$ cat config.mk
export PLATFORM = sky130hd
export DESIGN_NAME = nec_ook_frame_encoder_core_flat
export DESIGN_NICKNAME = d
export VERILOG_FILES = /design/src/sv/nofe_pkg.sv /design/src/sv/nofe_ifs.sv /design/src/sv/nofe_symbol_packer.sv /design/src/sv/nec_ook_frame_encoder_core.sv /design/src/flat_wrapper.sv
export SDC_FILE = /design/constraint.sdc
export NUM_CORES = 1
export LEC_CHECK = 0
export BUFFER_PORTS_ARGS = -buffer_cell sky130_fd_sc_hd__buf_2
export CORE_MARGIN = 3
export CORE_UTILIZATION = 57
export DETAILED_ROUTE_END_ITERATION = 8
export GPL_ROUTABILITY_DRIVEN = 0
export PLACE_DENSITY_LB_ADDON = 0.3
export SLEW_MARGIN = 25
export SYNTH_ARGS = -nofsm -noshare
export SYNTH_HDL_FRONTEND = slang
export SYNTH_HIERARCHICAL = 1
export SYNTH_SLANG_ARGS = --single-unit
export TNS_END_PERCENT = 50
$ cat constraint.sdc
create_clock -name clk -period 4.4 [get_ports clk]
set_input_delay 1.1 -clock clk [delete_from_list [all_inputs] [get_ports clk]]
set_output_delay 1.1 -clock clk [all_outputs]
set_load 0.03 [all_outputs]
$ cat src/sv/nofe_pkg.sv
// Shared constants, types and a helper function for the OOK frame encoder.
`default_nettype none

package nofe_pkg;

  // Frame layout constants.
  localparam int FRAME_BYTES_DEF = 17;
  localparam int SYNC_BYTES      = 3;
  localparam logic [7:0] SYNC_ONE  = 8'hFF;
  localparam logic [7:0] SYNC_ZERO = 8'h00;
  localparam logic [7:0] LEAD_BYTE = 8'h5D;

  // The 32-bit payload word plus one trailing 1 that produces the 1000 tail.
  localparam int WORD_BITS = 33;
  localparam int REM_W     = $clog2(WORD_BITS + 1);

  // Symbol pairs packed per output byte.
  localparam int PAIRS_PER_BYTE = 4;
  localparam logic [1:0] PAIR_MARK  = 2'b10;
  localparam logic [1:0] PAIR_SPACE = 2'b00;

  typedef struct packed {
    logic load;
    logic step;
  } pack_ctrl_t;

  typedef struct packed {
    logic drained;
  } pack_stat_t;

  function automatic logic [7:0] reverse8(input logic [7:0] v);
    logic [7:0] r;
    for (int i = 0; i < 8; i++) begin
      r[7 - i] = v[i];
    end
    return r;
  endfunction

endpackage

`default_nettype wire

$ cat src/sv/nofe_ifs.sv
// Valid/ready channel interfaces for command items and frame bytes.
`default_nettype none

interface nofe_item_if;
  logic       valid;
  logic       ready;
  logic [7:0] command_code;
  logic [7:0] pin_code;

  modport source (output valid, command_code, pin_code, input ready);
  modport sink (input valid, command_code, pin_code, output ready);
endinterface

interface nofe_frame_if;
  logic       valid;
  logic       ready;
  logic [7:0] frame_byte;
  logic       last_byte;

  modport source (output valid, frame_byte, last_byte, input ready);
  modport sink (input valid, frame_byte, last_byte, output ready);
endinterface

`default_nettype wire

$ cat src/sv/nofe_symbol_packer.sv
// Expands the payload word into pulse-distance symbols, eight symbols per step.
`default_nettype none

module nofe_symbol_packer (
  input  wire logic                               clk,
  input  wire logic                               rst,
  input  wire nofe_pkg::pack_ctrl_t               ctrl,
  input  wire logic [nofe_pkg::WORD_BITS-1:0]     word,
  output logic [7:0]                              sym_byte,
  output nofe_pkg::pack_stat_t                    stat
);

  logic [nofe_pkg::WORD_BITS-1:0] sreg;
  logic [nofe_pkg::WORD_BITS-1:0] sreg_next;
  logic [nofe_pkg::REM_W-1:0]     rem;
  logic [nofe_pkg::REM_W-1:0]     rem_next;
  logic                           pend;
  logic                           pend_next;

  // Every bit starts with a mark pair (10); a one bit adds a space pair (00),
  // held in pend so that it may spill into the next byte.
  always_comb begin
    logic [nofe_pkg::WORD_BITS-1:0] s;
    logic [nofe_pkg::REM_W-1:0]     r;
    logic                           p;
    logic [1:0]                     pair;
    s = sreg;
    r = rem;
    p = pend;
    sym_byte = '0;
    for (int i = 0; i < nofe_pkg::PAIRS_PER_BYTE; i++) begin
      if (p) begin
        pair = nofe_pkg::PAIR_SPACE;
        p    = 1'b0;
      end else if (r != '0) begin
        pair = nofe_pkg::PAIR_MARK;
        p    = s[nofe_pkg::WORD_BITS-1];
        s    = {s[nofe_pkg::WORD_BITS-2:0], 1'b0};
        r    = r - nofe_pkg::REM_W'(1);
      end else begin
        pair = nofe_pkg::PAIR_SPACE;
      end
      sym_byte[7 - 2*i -: 2] = pair;
    end
    sreg_next = s;
    rem_next  = r;
    pend_next = p;
  end

  assign stat.drained = (rem == '0) && !pend;

  always_ff @(posedge clk) begin
    if (rst) begin
      rem  <= '0;
      pend <= 1'b0;
    end else if (ctrl.load) begin
      rem  <= nofe_pkg::REM_W'(nofe_pkg::WORD_BITS);
      pend <= 1'b0;
    end else if (ctrl.step) begin
      rem  <= rem_next;
      pend <= pend_next;
    end
  end

  always_ff @(posedge clk) begin
    if (ctrl.load) begin
      sreg <= word;
    end else if (ctrl.step) begin
      sreg <= sreg_next;
    end
  end

endmodule

`default_nettype wire

$ cat src/sv/nec_ook_frame_encoder_core.sv
// Pulse-distance remote frame encoder: one command item in, FRAME_BYTES bytes out.
//
// Usage:
//   The item channel takes a command byte and a PIN byte per transaction.
//   The frame channel returns FRAME_BYTES transactions per item, one byte
//   each, with the earliest symbol in the MSB; last_byte marks the final one.
//   Each frame is FF FF 00, then the symbols of 5D, the bit-reversed PIN,
//   the command and its complement (1 -> 1000, 0 -> 10), a 1000 tail and
//   zero padding.
//   Accepting an item sets active and clears idx; the frame's first byte then
//   moves into the output register. Throughput: one byte per cycle while the
//   receiver is ready; the symbol packer emits eight symbols per payload byte.
//   The next item is accepted in the cycle the last byte of the current
//   frame is loaded into the output register, so frames follow without gaps.
//   A stalled receiver freezes the frame in place; the output register holds
//   its byte and no item is accepted until the final byte is loaded into it.
//   Reset empties the output register and drops any frame in progress.
`default_nettype none

module nec_ook_frame_encoder_core #(
  parameter int FRAME_BYTES = nofe_pkg::FRAME_BYTES_DEF
) (
  input wire logic   clk,
  input wire logic   rst,
  nofe_item_if.sink  item,
  nofe_frame_if.source frame
);

  localparam int IDX_W = $clog2(FRAME_BYTES);
  localparam logic [IDX_W-1:0] LAST_IDX  = IDX_W'(FRAME_BYTES - 1);
  localparam logic [IDX_W-1:0] SYNC_LAST = IDX_W'(nofe_pkg::SYNC_BYTES - 1);
  localparam logic [IDX_W-1:0] SYNC_END  = IDX_W'(nofe_pkg::SYNC_BYTES);

  logic                           active;
  logic [IDX_W-1:0]               idx;
  logic                           adv;
  logic                           is_last;
  logic                           accept;
  logic [7:0]                     byte_sel;
  logic [7:0]                     sym_byte;
  logic [nofe_pkg::WORD_BITS-1:0] load_word;
  nofe_pkg::pack_ctrl_t           pk_ctrl;
  nofe_pkg::pack_stat_t           pk_stat;

  assign adv        = active && (!frame.valid || frame.ready);
  assign is_last    = (idx == LAST_IDX);
  assign item.ready = !active || (adv && is_last);
  assign accept     = item.valid && item.ready;

  assign load_word = {nofe_pkg::LEAD_BYTE, nofe_pkg::reverse8(item.pin_code),
                      item.command_code, ~item.command_code, 1'b1};

  assign pk_ctrl.load = accept;
  assign pk_ctrl.step = adv && (idx >= SYNC_END);

  nofe_symbol_packer u_packer (
    .clk      (clk),
    .rst      (rst),
    .ctrl     (pk_ctrl),
    .word     (load_word),
    .sym_byte (sym_byte),
    .stat     (pk_stat)
  );

  always_comb begin
    priority if (idx < SYNC_LAST) begin
      byte_sel = nofe_pkg::SYNC_ONE;
    end else if (idx == SYNC_LAST) begin
      byte_sel = nofe_pkg::SYNC_ZERO;
    end else begin
      byte_sel = sym_byte;
    end
  end

  always_ff @(posedge clk) begin
    if (rst) begin
      active      <= 1'b0;
      idx         <= '0;
      frame.valid <= 1'b0;
    end else begin
      if (accept) begin
        active <= 1'b1;
        idx    <= '0;
      end else if (adv) begin
        if (is_last) begin
          active <= 1'b0;
        end
        idx <= idx + IDX_W'(1);
      end
      if (adv) begin
        frame.valid <= 1'b1;
      end else if (frame.ready) begin
        frame.valid <= 1'b0;
      end
    end
  end

  always_ff @(posedge clk) begin
    if (adv) begin
      frame.frame_byte <= byte_sel;
      frame.last_byte  <= is_last;
    end
  end

  // A new item only enters an idle encoder or one that is finishing its frame.
  a_accept_when_free: assert property (@(posedge clk) disable iff (rst)
    accept |-> (!active || (adv && is_last)))
    else $error("item accepted while a frame is still in progress");

  a_accept_starts_frame: assert property (@(posedge clk) disable iff (rst)
    accept |=> (active && idx == '0))
    else $error("accepted item did not start a frame at byte zero");

  // Every symbol has been packed once the final byte is loaded, unless a new
  // item reloads the packer at that same edge.
  a_drained_at_last: assert property (@(posedge clk) disable iff (rst)
    (adv && is_last && !accept) |=> pk_stat.drained)
    else $error("symbols left over at the end of the frame");

  a_last_once: assert property (@(posedge clk) disable iff (rst)
    (adv && is_last && !accept) |=> !active)
    else $error("encoder stayed busy after the final byte");

endmodule

`default_nettype wire

$ cat src/flat_wrapper.sv
// flat-port wrapper written by rule: the top's interface ports become plain ports
module nec_ook_frame_encoder_core_flat 
#(
  parameter int FRAME_BYTES = nofe_pkg::FRAME_BYTES_DEF
)
  (clk, rst, item_valid, item_command_code, item_pin_code, item_ready, frame_valid, frame_frame_byte, frame_last_byte, frame_ready);
  nofe_item_if item_i ();
  nofe_frame_if frame_i ();
  input wire logic clk;
  input wire logic rst;
  input wire logic [$bits(item_i.valid)-1:0] item_valid;
  input wire logic [$bits(item_i.command_code)-1:0] item_command_code;
  input wire logic [$bits(item_i.pin_code)-1:0] item_pin_code;
  output wire logic [$bits(item_i.ready)-1:0] item_ready;
  output wire logic [$bits(frame_i.valid)-1:0] frame_valid;
  output wire logic [$bits(frame_i.frame_byte)-1:0] frame_frame_byte;
  output wire logic [$bits(frame_i.last_byte)-1:0] frame_last_byte;
  input wire logic [$bits(frame_i.ready)-1:0] frame_ready;
  assign item_i.valid = item_valid;
  assign item_i.command_code = item_command_code;
  assign item_i.pin_code = item_pin_code;
  assign item_ready = item_i.ready;
  assign frame_valid = frame_i.valid;
  assign frame_frame_byte = frame_i.frame_byte;
  assign frame_last_byte = frame_i.last_byte;
  assign frame_i.ready = frame_ready;
  nec_ook_frame_encoder_core #(.FRAME_BYTES(FRAME_BYTES)) u_core (.clk(clk), .rst(rst), .item(item_i), .frame(frame_i));
endmodule
==> results of run 1 <==
## area by class of cell
cell class,instances,area (um2)
multi-input combinational,460,3492
fill,725,3008
sequential,56,1544
timing repair buffer,66,440.4
inverter,56,212.7
tap,108,135.1
clock buffer,8,101.3
## worst max path at each step
stage | from | to | depth (start not counted)
2_1_floorplan | u_core/u_packer/rem[0] | u_core/u_packer/sreg[32] | 19
3_3_place_gp | u_core/u_packer/rem[3] | u_core/u_packer/sreg[7] | 15
3_5_place_dp | u_core/u_packer/rem[3] | u_core/u_packer/sreg[5] | 15
4_1_cts | u_core/u_packer/rem[0] | u_core/u_packer/sreg[29] | 16
5_1_grt | u_core/u_packer/rem[5] | u_core/u_packer/sreg[29] | 15
6_report | u_core/u_packer/rem[4] | u_core/u_packer/sreg[29] | 14
## through the flow
stage                     TNS [ns]  total power [mW]  setup WS, ns
after global routing      -0.03171             2.789      -0.01603
after global placement           0             2.170        0.1569
after CTS                        0             2.545       0.02685
after detailed placement  -0.09258             2.216      -0.03322
final                            0             2.596        0.2021
after floorplan                  0             1.933       0.08618
## repair_timing
action | CTS | global route
gates resized for setup | 2 | 18
hold buffers | 0 | 0
pin swaps | 0 | 4
gates cloned | 0 | 0
buffers inserted | 0 | 2
setup endpoints to repair | 11 | 39
## power groups by stage
| stage | Sequential [mW] | Clock (mW) | Combinational, mW |
|---|---|---|---|
| final | 0.775 | 0.317 | 1.50 |
| after global routing | 0.782 | 0.354 | 1.65 |
| after CTS | 0.769 | 0.328 | 1.45 |
| after detailed placement | 0.781 | 0 | 1.44 |
| after global placement | 0.778 | 0 | 1.39 |
| after floorplan | 0.753 | 0 | 1.18 |
## cell usage in the layout (no fill, tap or decap), types with 13 or more instances in the layout
| master | instances |
|---|---|
| a221oi_2 | 21 |
| and2_1 | 26 |
| o221a_2 | 22 |
| or3_1 | 22 |
| buf_4 | 34 |
| nor2_1 | 40 |
| inv_1 | 52 |
| mux2i_1 | 17 |
| edfxtp_1 | 42 |
| nand2_1 | 31 |
| nor3_1 | 15 |
| a21oi_1 | 19 |
| a211oi_1 | 29 |
| buf_2 | 30 |
| conb_1 | 13 |
| nor2b_1 | 29 |
## sequential cells by signal (all words and copies together) (netlist names)
signal / flops
u_core/active: 1
u_core/u_packer/sreg: 33
u_core/idx: 5
u_core/frame.frame_byte: 8
u_core/frame.valid: 1
u_core/frame.last_byte: 1
u_core/u_packer/pend: 1
u_core/u_packer/rem: 6
## logic make-up after synthesis
group | Yosys count | synth area share, %
flip-flops | 56 | 28.66
other | 3 | 0.2094
AND/OR/NAND/NOR | 220 | 23.13
XOR/XNOR | 10 | 1.629
AO/OA/AOI/OAI | 187 | 31.04
adder cells (fa/ha/maj) | 8 | 1.861
buffers and inverters | 111 | 9.120
multiplexers | 22 | 4.351
## metal layers
| metal | GRT usage, % | vias up |
|---|---|---|
| li1 | - | 2368 |
| met2 | 38.09 | 203 |
| met1 | 37.46 | 2294 |
| met3 | 4.060 | 22 |
| met4 | 6.972 | 0 |
| met5 | 0 | - |
## worst register-to-register path: cells and delay by family (launching register included)
kind	cells	cell delay (ns)
and+or+nand+nor	5	1.91
AOI/OAI and AO/OA	6	1.01
DFF	1	0.44
buffers and inverters	2	0.36
adders and majority gates	1	0.20
## synth_stat cells, drive strengths merged (6+ instances only)
cell / instances / area, um2
nand3: 9 / 45.04
mux2i: 17 / 170.2
xnor2: 6 / 52.55
nand2: 32 / 120.1
nor3: 16 / 80.08
or3: 22 / 137.6
edfxtp: 42 / 1261
o21ai: 14 / 81.33
ha: 8 / 100.1
a21oi: 26 / 156.4
buf: 17 / 133.9
or2: 8 / 50.05
nor2: 41 / 153.9
a221oi: 31 / 402.9
o221a: 22 / 247.7
o211ai: 7 / 57.55
or4: 7 / 56.30
inv: 56 / 212.7
a21o: 10 / 75.07
a211oi: 30 / 230.2
nor2b: 29 / 181.4
clkbuf: 38 / 143.9
and2: 29 / 183.9
dfxtp: 14 / 280.3
==> results.yml, run 1 <==
run_status:
  status: "complete, no violations"
routing:
  first_iter_violations: 341
  drcViolationCount: 0
  wirelength_um: 13170
  top_layer: "met4"
  wire_per_inst_um: 17.46
  drtAntennaViolNets: 0
  drt_pre_antenna_iters: 5
  via_per_inst: 6.481
  route.met2.wl_um: 6097
  met3_length_um: 919
  vias: 4887
  wl_met1_um: 5961
timing:
  max_freq_mhz: 238.2
  post-route-min-period_ns: 4.198
  slew_viol_final: 0
  setup_viol: 0
  hold_violations: 0
  max_slew_margin_pct: 43.45
  tightest_slew_ns: 0.8483
  finClkSkew_ns: 0.01212
  timing.hold.ws_ns: 0.5381
  fin_crit_sh_pct: 95.41
worst_setup_path:
  worst_r2r_endpoint: "u_core/u_packer/sreg[29]"
  worst-path-buf-inv: 2
  ff2ff_setup_slack_ns: 0.20
  worstPathRequired_ns: 4.41
  reg2regPathDepth: 14
  cp_slowest_cell: "or4_4"
  path_cells: "or4_4 > nor2_2 > a2bb2oi_1 > o211ai_1 > or4_4 > nand2_1 > ha_2 > o21ai_0 > a2bb2oi_2 > nor4_4 > a21oi_4 > buf_12 > inv_2 > a221oi_1"
  crit_family: "simple AND/OR/NAND/NOR gates"
  critical_path_class: "reg2reg"
  endpoint_kind: "flip-flop"
  cp-start-kind: "flip-flop"
  crit_top_cell: "or4_4"
  worst-path-max-fanout: 28
  crit_path_max_incr_delay_ns: 0.61
  r2r-start: "u_core/u_packer/rem[4]"
  worstPathArrival_ns: 4.21
clock_network:
  insertion_delay_ns: 0.31
  cts_buffers: 5
  htree_num_levels: 2
  cts_tree: "yes"
  cts_buffer_depth: 2
  cts.sinks: 56
  cts.clk_slew.worst_paths_ns: 0.10
  clockRootBuffer: "clkbuf_8"
floorplanning:
  dieArea_um2: 10640
  ios: 31
  die_y_um: 103.1
  core_area_um2: 8934
  die_x_um: 103.1
  start_util_pct: 60.20
  row_count: 34
worst_hold_path:
  min_to: "u_core/idx[4]"
  hold_depth: 2
  hold_start: "u_core/idx[4]"
  hold_class: "reg2reg"
cells_and_area:
  final_core_util_pct: 66.33
  layoutNonFillerInstCount: 754
  design_area_um2: 5926
  drive_gt1_share_pct: 26.16
  nets: 673
  n_antenna_cell: 0
  synthToLayoutAreaGrowth_pct: 10.19
power_and_ir_drop:
  p_comb_share_pct: 57.9
  internal_power_mw: 1.528
  clockPowerShare_pct: 12.2
  p_sw_mw: 1.069
  powerDensity_nw_per_um2: 438.1
  switching_share_pct: 41.16
  leakagePower_nw: 2.175
  ir_drop_mv: 0.2554
  power_frac_seq_pct: 29.8
global_route:
  grt_antenna_before_repair: 0
  grt_max_degree: 40
  grt_pass1_wl_um: 21740
  overflow: 0
  grt.total_usage_pct: 25.27
  grt_pass1_vias: 4449
synthesis:
  async_reset_ff_share_pct: 0
  yosysWarnings: 6
  netlist_area_um2: 5378
  yosysSeqAreaShare_pct: 28.66
  synth_edf_count: 42
  synth_seq_cells: 56
  synth_ff_type: "edfxtp_1"
  synth_cell_types: 82
  synth.avg_cell_area_um2: 8.716
  syn_inst: 617
place:
  placed_cells: 744
  io_buffers: 30
  dpl.hpwl_um: 9197
  placed_area_um2: 5718
flow_run:
  drv_cap: 0
(Power assumes the default switching activity.)
==> inputs of run 2 (changes only) <==
Settings changed: CORE_UTILIZATION 57 to 58, CTS_BUF_LIST from default to sky130_fd_sc_hd__clkbuf_8.
==> run 2 against run 1 <==
Power is 2.3% higher. Sequential share of layout area fell by 0.33 points. Critical path depth is 1 higher. Global-route usage rose by 0.71 points. Routed wire length rose by 2.0%. First-iteration DRC count fell by 18%. Cell count rose by 0.93%. Worst setup slack worse by 0.033 ns. Worst hold slack improved by 0.0052 ns. Clock skew shrank 0.0071 ns. Via count rose by 0.25%.
==> results.yml, run 2 (synthesis gave the netlist of run 1 again) <==
run_status:
  status: "complete, no violations"
worst_setup_path:
  worstPathArrival_ns: 4.26
  worst_r2r_endpoint: "u_core/u_packer/sreg[19]"
  startpoint: "u_core/u_packer/rem[4]"
  endpoint: "u_core/u_packer/sreg[19]"
  ff2ff_setup_slack_ns: 0.17
  reg2regPathDepth: 15
  critical_path_class: "reg2reg"
  r2r-start: "u_core/u_packer/rem[4]"
  worst-path-max-fanout: 22
  worstPathRequired_ns: 4.43
  endpoint_kind: "flip-flop"
  cp-start-kind: "flip-flop"
floorplanning:
  dieArea_um2: 10460
  ios: 31
  die_x_um: 102.3
  core_area_um2: 8848
  die_y_um: 102.3
  start_util_pct: 60.77
  row_count: 34
routing:
  drtAntennaViolNets: 0
  drcViolationCount: 0
  first_iter_violations: 278
  drt_pre_antenna_iters: 5
  wire_per_inst_um: 17.64
  via_per_inst: 6.438
  wirelength_um: 13430
  vias: 4899
timing:
  setup_viol: 0
  hold_violations: 0
  setup_slack_ns: 0.1692
  timing.hold.ws_ns: 0.5433
  slew_viol_final: 0
  finClkSkew_ns: 0.004979
  fin_crit_sh_pct: 96.15
  post-route-min-period_ns: 4.231
  max_freq_mhz: 236.4
  tightest_slew_ns: 0.7212
  max_slew_margin_pct: 51.52
cells_and_area:
  largest_register_ffs: 33
  largestRegisters: "u_core/u_packer/sreg: 33 flops, u_core/frame.frame_byte: 8 flops, u_core/u_packer/rem: 6 flops"
  mostFrequentLayoutCells: "inv_1, edfxtp_1, nor2_1, buf_4"
  fillCellCount: 707
  top_register: "u_core/u_packer/sreg"
  final_core_util_pct: 67.94
  synthToLayoutAreaGrowth_pct: 11.80
  drive_gt1_share_pct: 28.48
  multi_input_area_um2: 3510
  final_common_cell: "inv_1"
  regArea_um2: 1546
  nets: 680
  n_antenna_cell: 0
place:
  io_buffers: 30
  dpl.hpwl_um: 9691
  dp_slack_ns: -0.04984
clock_network:
  cts_hold_buf: 0
  insertion_delay_ns: 0.31
  cts.clk_slew.worst_paths_ns: 0.10
  cts.sinks: 56
  cts_buffer_depth: 2
  cts_buffers: 5
  htree_num_levels: 2
  cts_tree: "yes"
  clockRootBuffer: "clkbuf_8"
global_route:
  grt.total_usage_pct: 25.99
  grt_max_degree: 40
  grt_pass1_wl_um: 22170
  grt_pass1_vias: 4560
  grt_antenna_before_repair: 0
  overflow: 0
power_and_ir_drop:
  ir_drop_mv: 0.2522
  power.total_mw: 2.656
  powerDensity_nw_per_um2: 441.7
  leakagePower_nw: 2.211
worst_hold_path:
  hold_class: "reg2reg"
flow_run:
  drv_cap: 0
==> run 2: changes by cell type in the layout (fill, tap and decap cells not counted), sizes merged <==
cell      delta
clkbuf       -2
buf          +7
clkinvlp     +2
==> run 2: layout make-up <==
cell class | count | area share, %
Multi-Input combinational cell | 460 | 58.38
Sequential cell | 56 | 25.72
Timing Repair Buffer | 73 | 8.491
Inverter | 56 | 3.538
Tap cell | 108 | 2.248
Clock buffer | 6 | 1.374
Clock inverter | 2 | 0.2497
==> run 2: how the worst min path moves through the flow <==
stage             startpoint  slack, ns             to  cells past startpoint
4_1_cts        u_core/idx[4]       0.54  u_core/idx[4]                      2
3_3_place_gp   u_core/idx[4]       0.51  u_core/idx[4]                      2
2_1_floorplan  u_core/idx[4]       0.49  u_core/idx[4]                      2
5_1_grt        u_core/idx[4]       0.56  u_core/idx[4]                      2
6_report       u_core/idx[4]       0.54  u_core/idx[4]                      2
3_5_place_dp   u_core/idx[4]       0.52  u_core/idx[4]                      2
==> run 2: metrics by stage <==
stage | std cells | cell area [um2] | TNS (ns)
2_1_floorplan | 627 | 5415 | 0
3_3_place_gp | 748 | 5773 | 0
3_5_place_dp | 748 | 5773 | -0.2131
4_1_cts | 756 | 5877 | 0
5_1_grt | 761 | 6012 | -0.07397
6_report | 761 | 6012 | 0
==> run 2: timing repair <==
| action | 4_1_cts | 5_1_grt |
|---|---|---|
| endpoints found under the setup margin | 12 | 40 |
| resized for setup | 1 | 27 |
| setup buffers | 0 | 5 |
| pin swaps | 0 | 6 |
==> run 2: layer usage <==
layer | GRT usage, % | vias to the layer above | share of wire (%)
met5 | 0 | - | 0
met1 | 34.77 | 2348 | 43
li1 | - | 2372 | -
met2 | 44.58 | 157 | 51
met4 | 6.660 | 0 | 1.3
met3 | 3.208 | 22 | 5.0
==> run 2: critical path, stage by stage (launching register included) <==
cell       delay, ns
dfxtp_1         0.44
or4_4           0.62
nor2_2          0.18
a2bb2oi_1       0.30
o211ai_1        0.18
or4_4           0.61
nand2_2         0.12
ha_2            0.20
o21ai_0         0.10
a2bb2oi_2       0.16
nor4_4          0.34
a21oi_4         0.14
buf_12          0.18
buf_12          0.15
nor2b_2         0.15
a221oi_2        0.05
==> run 2: power breakdown <==
part           leakage, nW  internal [mW]  switching [mW]
clock network       0.0434          0.128           0.173
registers            0.488          0.701          0.0629
logic                 1.68          0.721           0.870
==> inputs of run 3 (changes only) <==
Settings changed: CORE_ASPECT_RATIO from default to 0.75, CTS_CLUSTER_DIAMETER from default to 40.
==> run 3 against run 2 <==
Worst hold slack improved by 0.016 ns. Combinational power decreased by 3%. First-iteration DRC count increased by 79%. Routed wire length increased by 2.9%. Register-to-register slack got worse by 0.03 ns. Fmax decreased by 0.81%. Sequential power increased by 0.9%. Cell area decreased by 1.1%. Critical path depth decreased by 1. Die area increased by 0.11%. Worst setup slack got worse by 0.035 ns.
==> results.yml, run 3 (synthesis gave the netlist of run 1 again) <==
clock_network:
  cts.sinks: 56
  cts_tree: "yes"
  cts_buffers: 5
  cts_buffer_depth: 2
  htree_num_levels: 2
  cts.clk_slew.worst_paths_ns: 0.11
  clockRootBuffer: "clkbuf_8"
  cts_hold_buf: 0
  insertion_delay_ns: 0.32
global_route:
  grt_pass1_wl_um: 22170
  grt_pass1_vias: 4445
  overflow: 0
  grt.total_usage_pct: 26.19
  grt_max_degree: 40
  grt_antenna_before_repair: 0
timing:
  post-route-min-period_ns: 4.265
  hold_violations: 0
  setup_viol: 0
  fin_crit_sh_pct: 96.94
  slew_viol_final: 0
  finClkSkew_ns: 0.01127
  max_freq_mhz: 234.4
  tightest_slew_ns: 0.8441
  max_slew_margin_pct: 43.73
  setup_tns_ns: 0
worst_setup_path:
  worst-path-max-fanout: 16
  critical_path_class: "reg2reg"
  worstPathArrival_ns: 4.44
  startpoint: "u_core/u_packer/rem[5]"
  r2r-start: "u_core/u_packer/rem[5]"
  worstPathRequired_ns: 4.57
  endpoint_kind: "flip-flop"
  cp-start-kind: "flip-flop"
place:
  io_buffers: 30
  dpl.hpwl_um: 9757
  placed_area_um2: 5725
cells_and_area:
  drive_gt1_share_pct: 26.23
  synthToLayoutAreaGrowth_pct: 10.59
  nets: 675
  largestRegisters: "u_core/u_packer/sreg: 33 flops, u_core/frame.frame_byte: 8 flops, u_core/u_packer/rem: 6 flops"
  n_antenna_cell: 0
  design_area_um2: 5947
  final_common_cell: "inv_1"
  largest_register_ffs: 33
  mostFrequentLayoutCells: "inv_1, edfxtp_1, nor2_1, buf_4, nand2_1"
  fillCellCount: 704
  top_register: "u_core/u_packer/sreg"
routing:
  drtAntennaViolNets: 0
  vias: 4977
  via_per_inst: 6.447
  wire_per_inst_um: 17.89
  first_iter_violations: 498
  drcViolationCount: 0
  drt_pre_antenna_iters: 5
  wirelength_um: 13810
power_and_ir_drop:
  switching_share_pct: 42.89
  internal_power_mw: 1.501
  p_sw_mw: 1.127
  clockPowerShare_pct: 11.9
  power_frac_seq_pct: 29.3
  leakagePower_nw: 2.181
  p_comb_share_pct: 58.8
  ir_drop_mv: 0.2848
  powerDensity_nw_per_um2: 442.0
floorplanning:
  start_util_pct: 61.50
  core_area_um2: 8745
  row_count: 29
  ios: 31
  die_x_um: 117.2
  die_y_um: 89.39
  dieArea_um2: 10480
worst_hold_path:
  hold_start: "u_core/active"
  hold_class: "reg2reg"
run_status:
  status: "complete, no violations"
flow_run:
  drv_cap: 0
[run 3: changes by cell type in the layout (fill, tap and decap cells not counted), sizes merged]
cell,previous run,this run
buf,73,68
clkbuf,6,5
clkinv,0,1
clkinvlp,2,0
inv,56,58
[run 3: critical path, stage by stage, from the launching register on]
cell and delay (ns):
dfxtp_1 0.40, or4_4 0.60, nor2_1 0.18, a2bb2oi_1 0.36, o211ai_1 0.19, or4_4 0.59
nand2_1 0.13, ha_1 0.19, o21ai_0 0.12, a2bb2oi_2 0.16, nor4_4 0.35, a21oi_4 0.16
buf_4 0.23, or3_1 0.35, o211ai_1 0.10
[run 3: timing repair]
item,CTS,global route
pin swaps,0,5
endpoints found under the setup margin,19,38
gates cloned,0,0
gates resized for setup,3,19
setup buffers,0,4
[run 3: power groups by stage]
stage | logic [mW] | registers (mW) | clock network [mW]
floorplan | 1.18 | 0.753 | 0
global placement | 1.41 | 0.773 | 0
detailed placement | 1.45 | 0.776 | 0
CTS | 1.46 | 0.765 | 0.325
global route | 1.68 | 0.779 | 0.339
finish | 1.54 | 0.770 | 0.314
[run 3: stage by stage]
stage          hold WS, ns  setup WS [ns]  power (mW)  std cells  util, %
4_1_cts             0.5599        0.01559       2.553        768    66.79
3_3_place_gp        0.5124       -0.02493       2.181        760    65.47
3_5_place_dp        0.5382        -0.1618       2.228        760    65.47
2_1_floorplan       0.4912        0.08618       1.933        627        -
5_1_grt             0.5953       -0.02646       2.800        772    68.01
6_report            0.5589         0.1346       2.629        772    68.01
[run 3: area by class of cell]
class	count	area, um2	area share, %
multi-input cells	460	3495	58.76
flip-flops and latches	56	1543	25.94
repair buffers	68	446.7	7.511
inverters	56	212.7	3.577
well taps	124	155.1	2.609
clock buffers	5	68.82	1.157
clock inverters	3	26.28	0.4418
[run 3: final timing paths]
| path | endpoint | slack (ns) | cells past startpoint |
|---|---|---|---|
| worst max-delay path | u_core/u_packer/sreg[1] | 0.13 | 14 |
| worst min-delay path | u_core/idx[1] | 0.56 | 2 |
| worst max register to register | u_core/u_packer/sreg[1] | 0.13 | 14 |
| worst min register to register | u_core/idx[1] | 0.56 | 2 |
[run 3: metal layers]
layer | share of wire, % | track usage (%) | vias to the layer above
li1 | - | - | 2363
met1 | 45 | 38.13 | 2337
met2 | 45 | 40.86 | 251
met3 | 9.1 | 4.871 | 26
met4 | 1.3 | 5.104 | 0
met5 | 0 | 0 | -
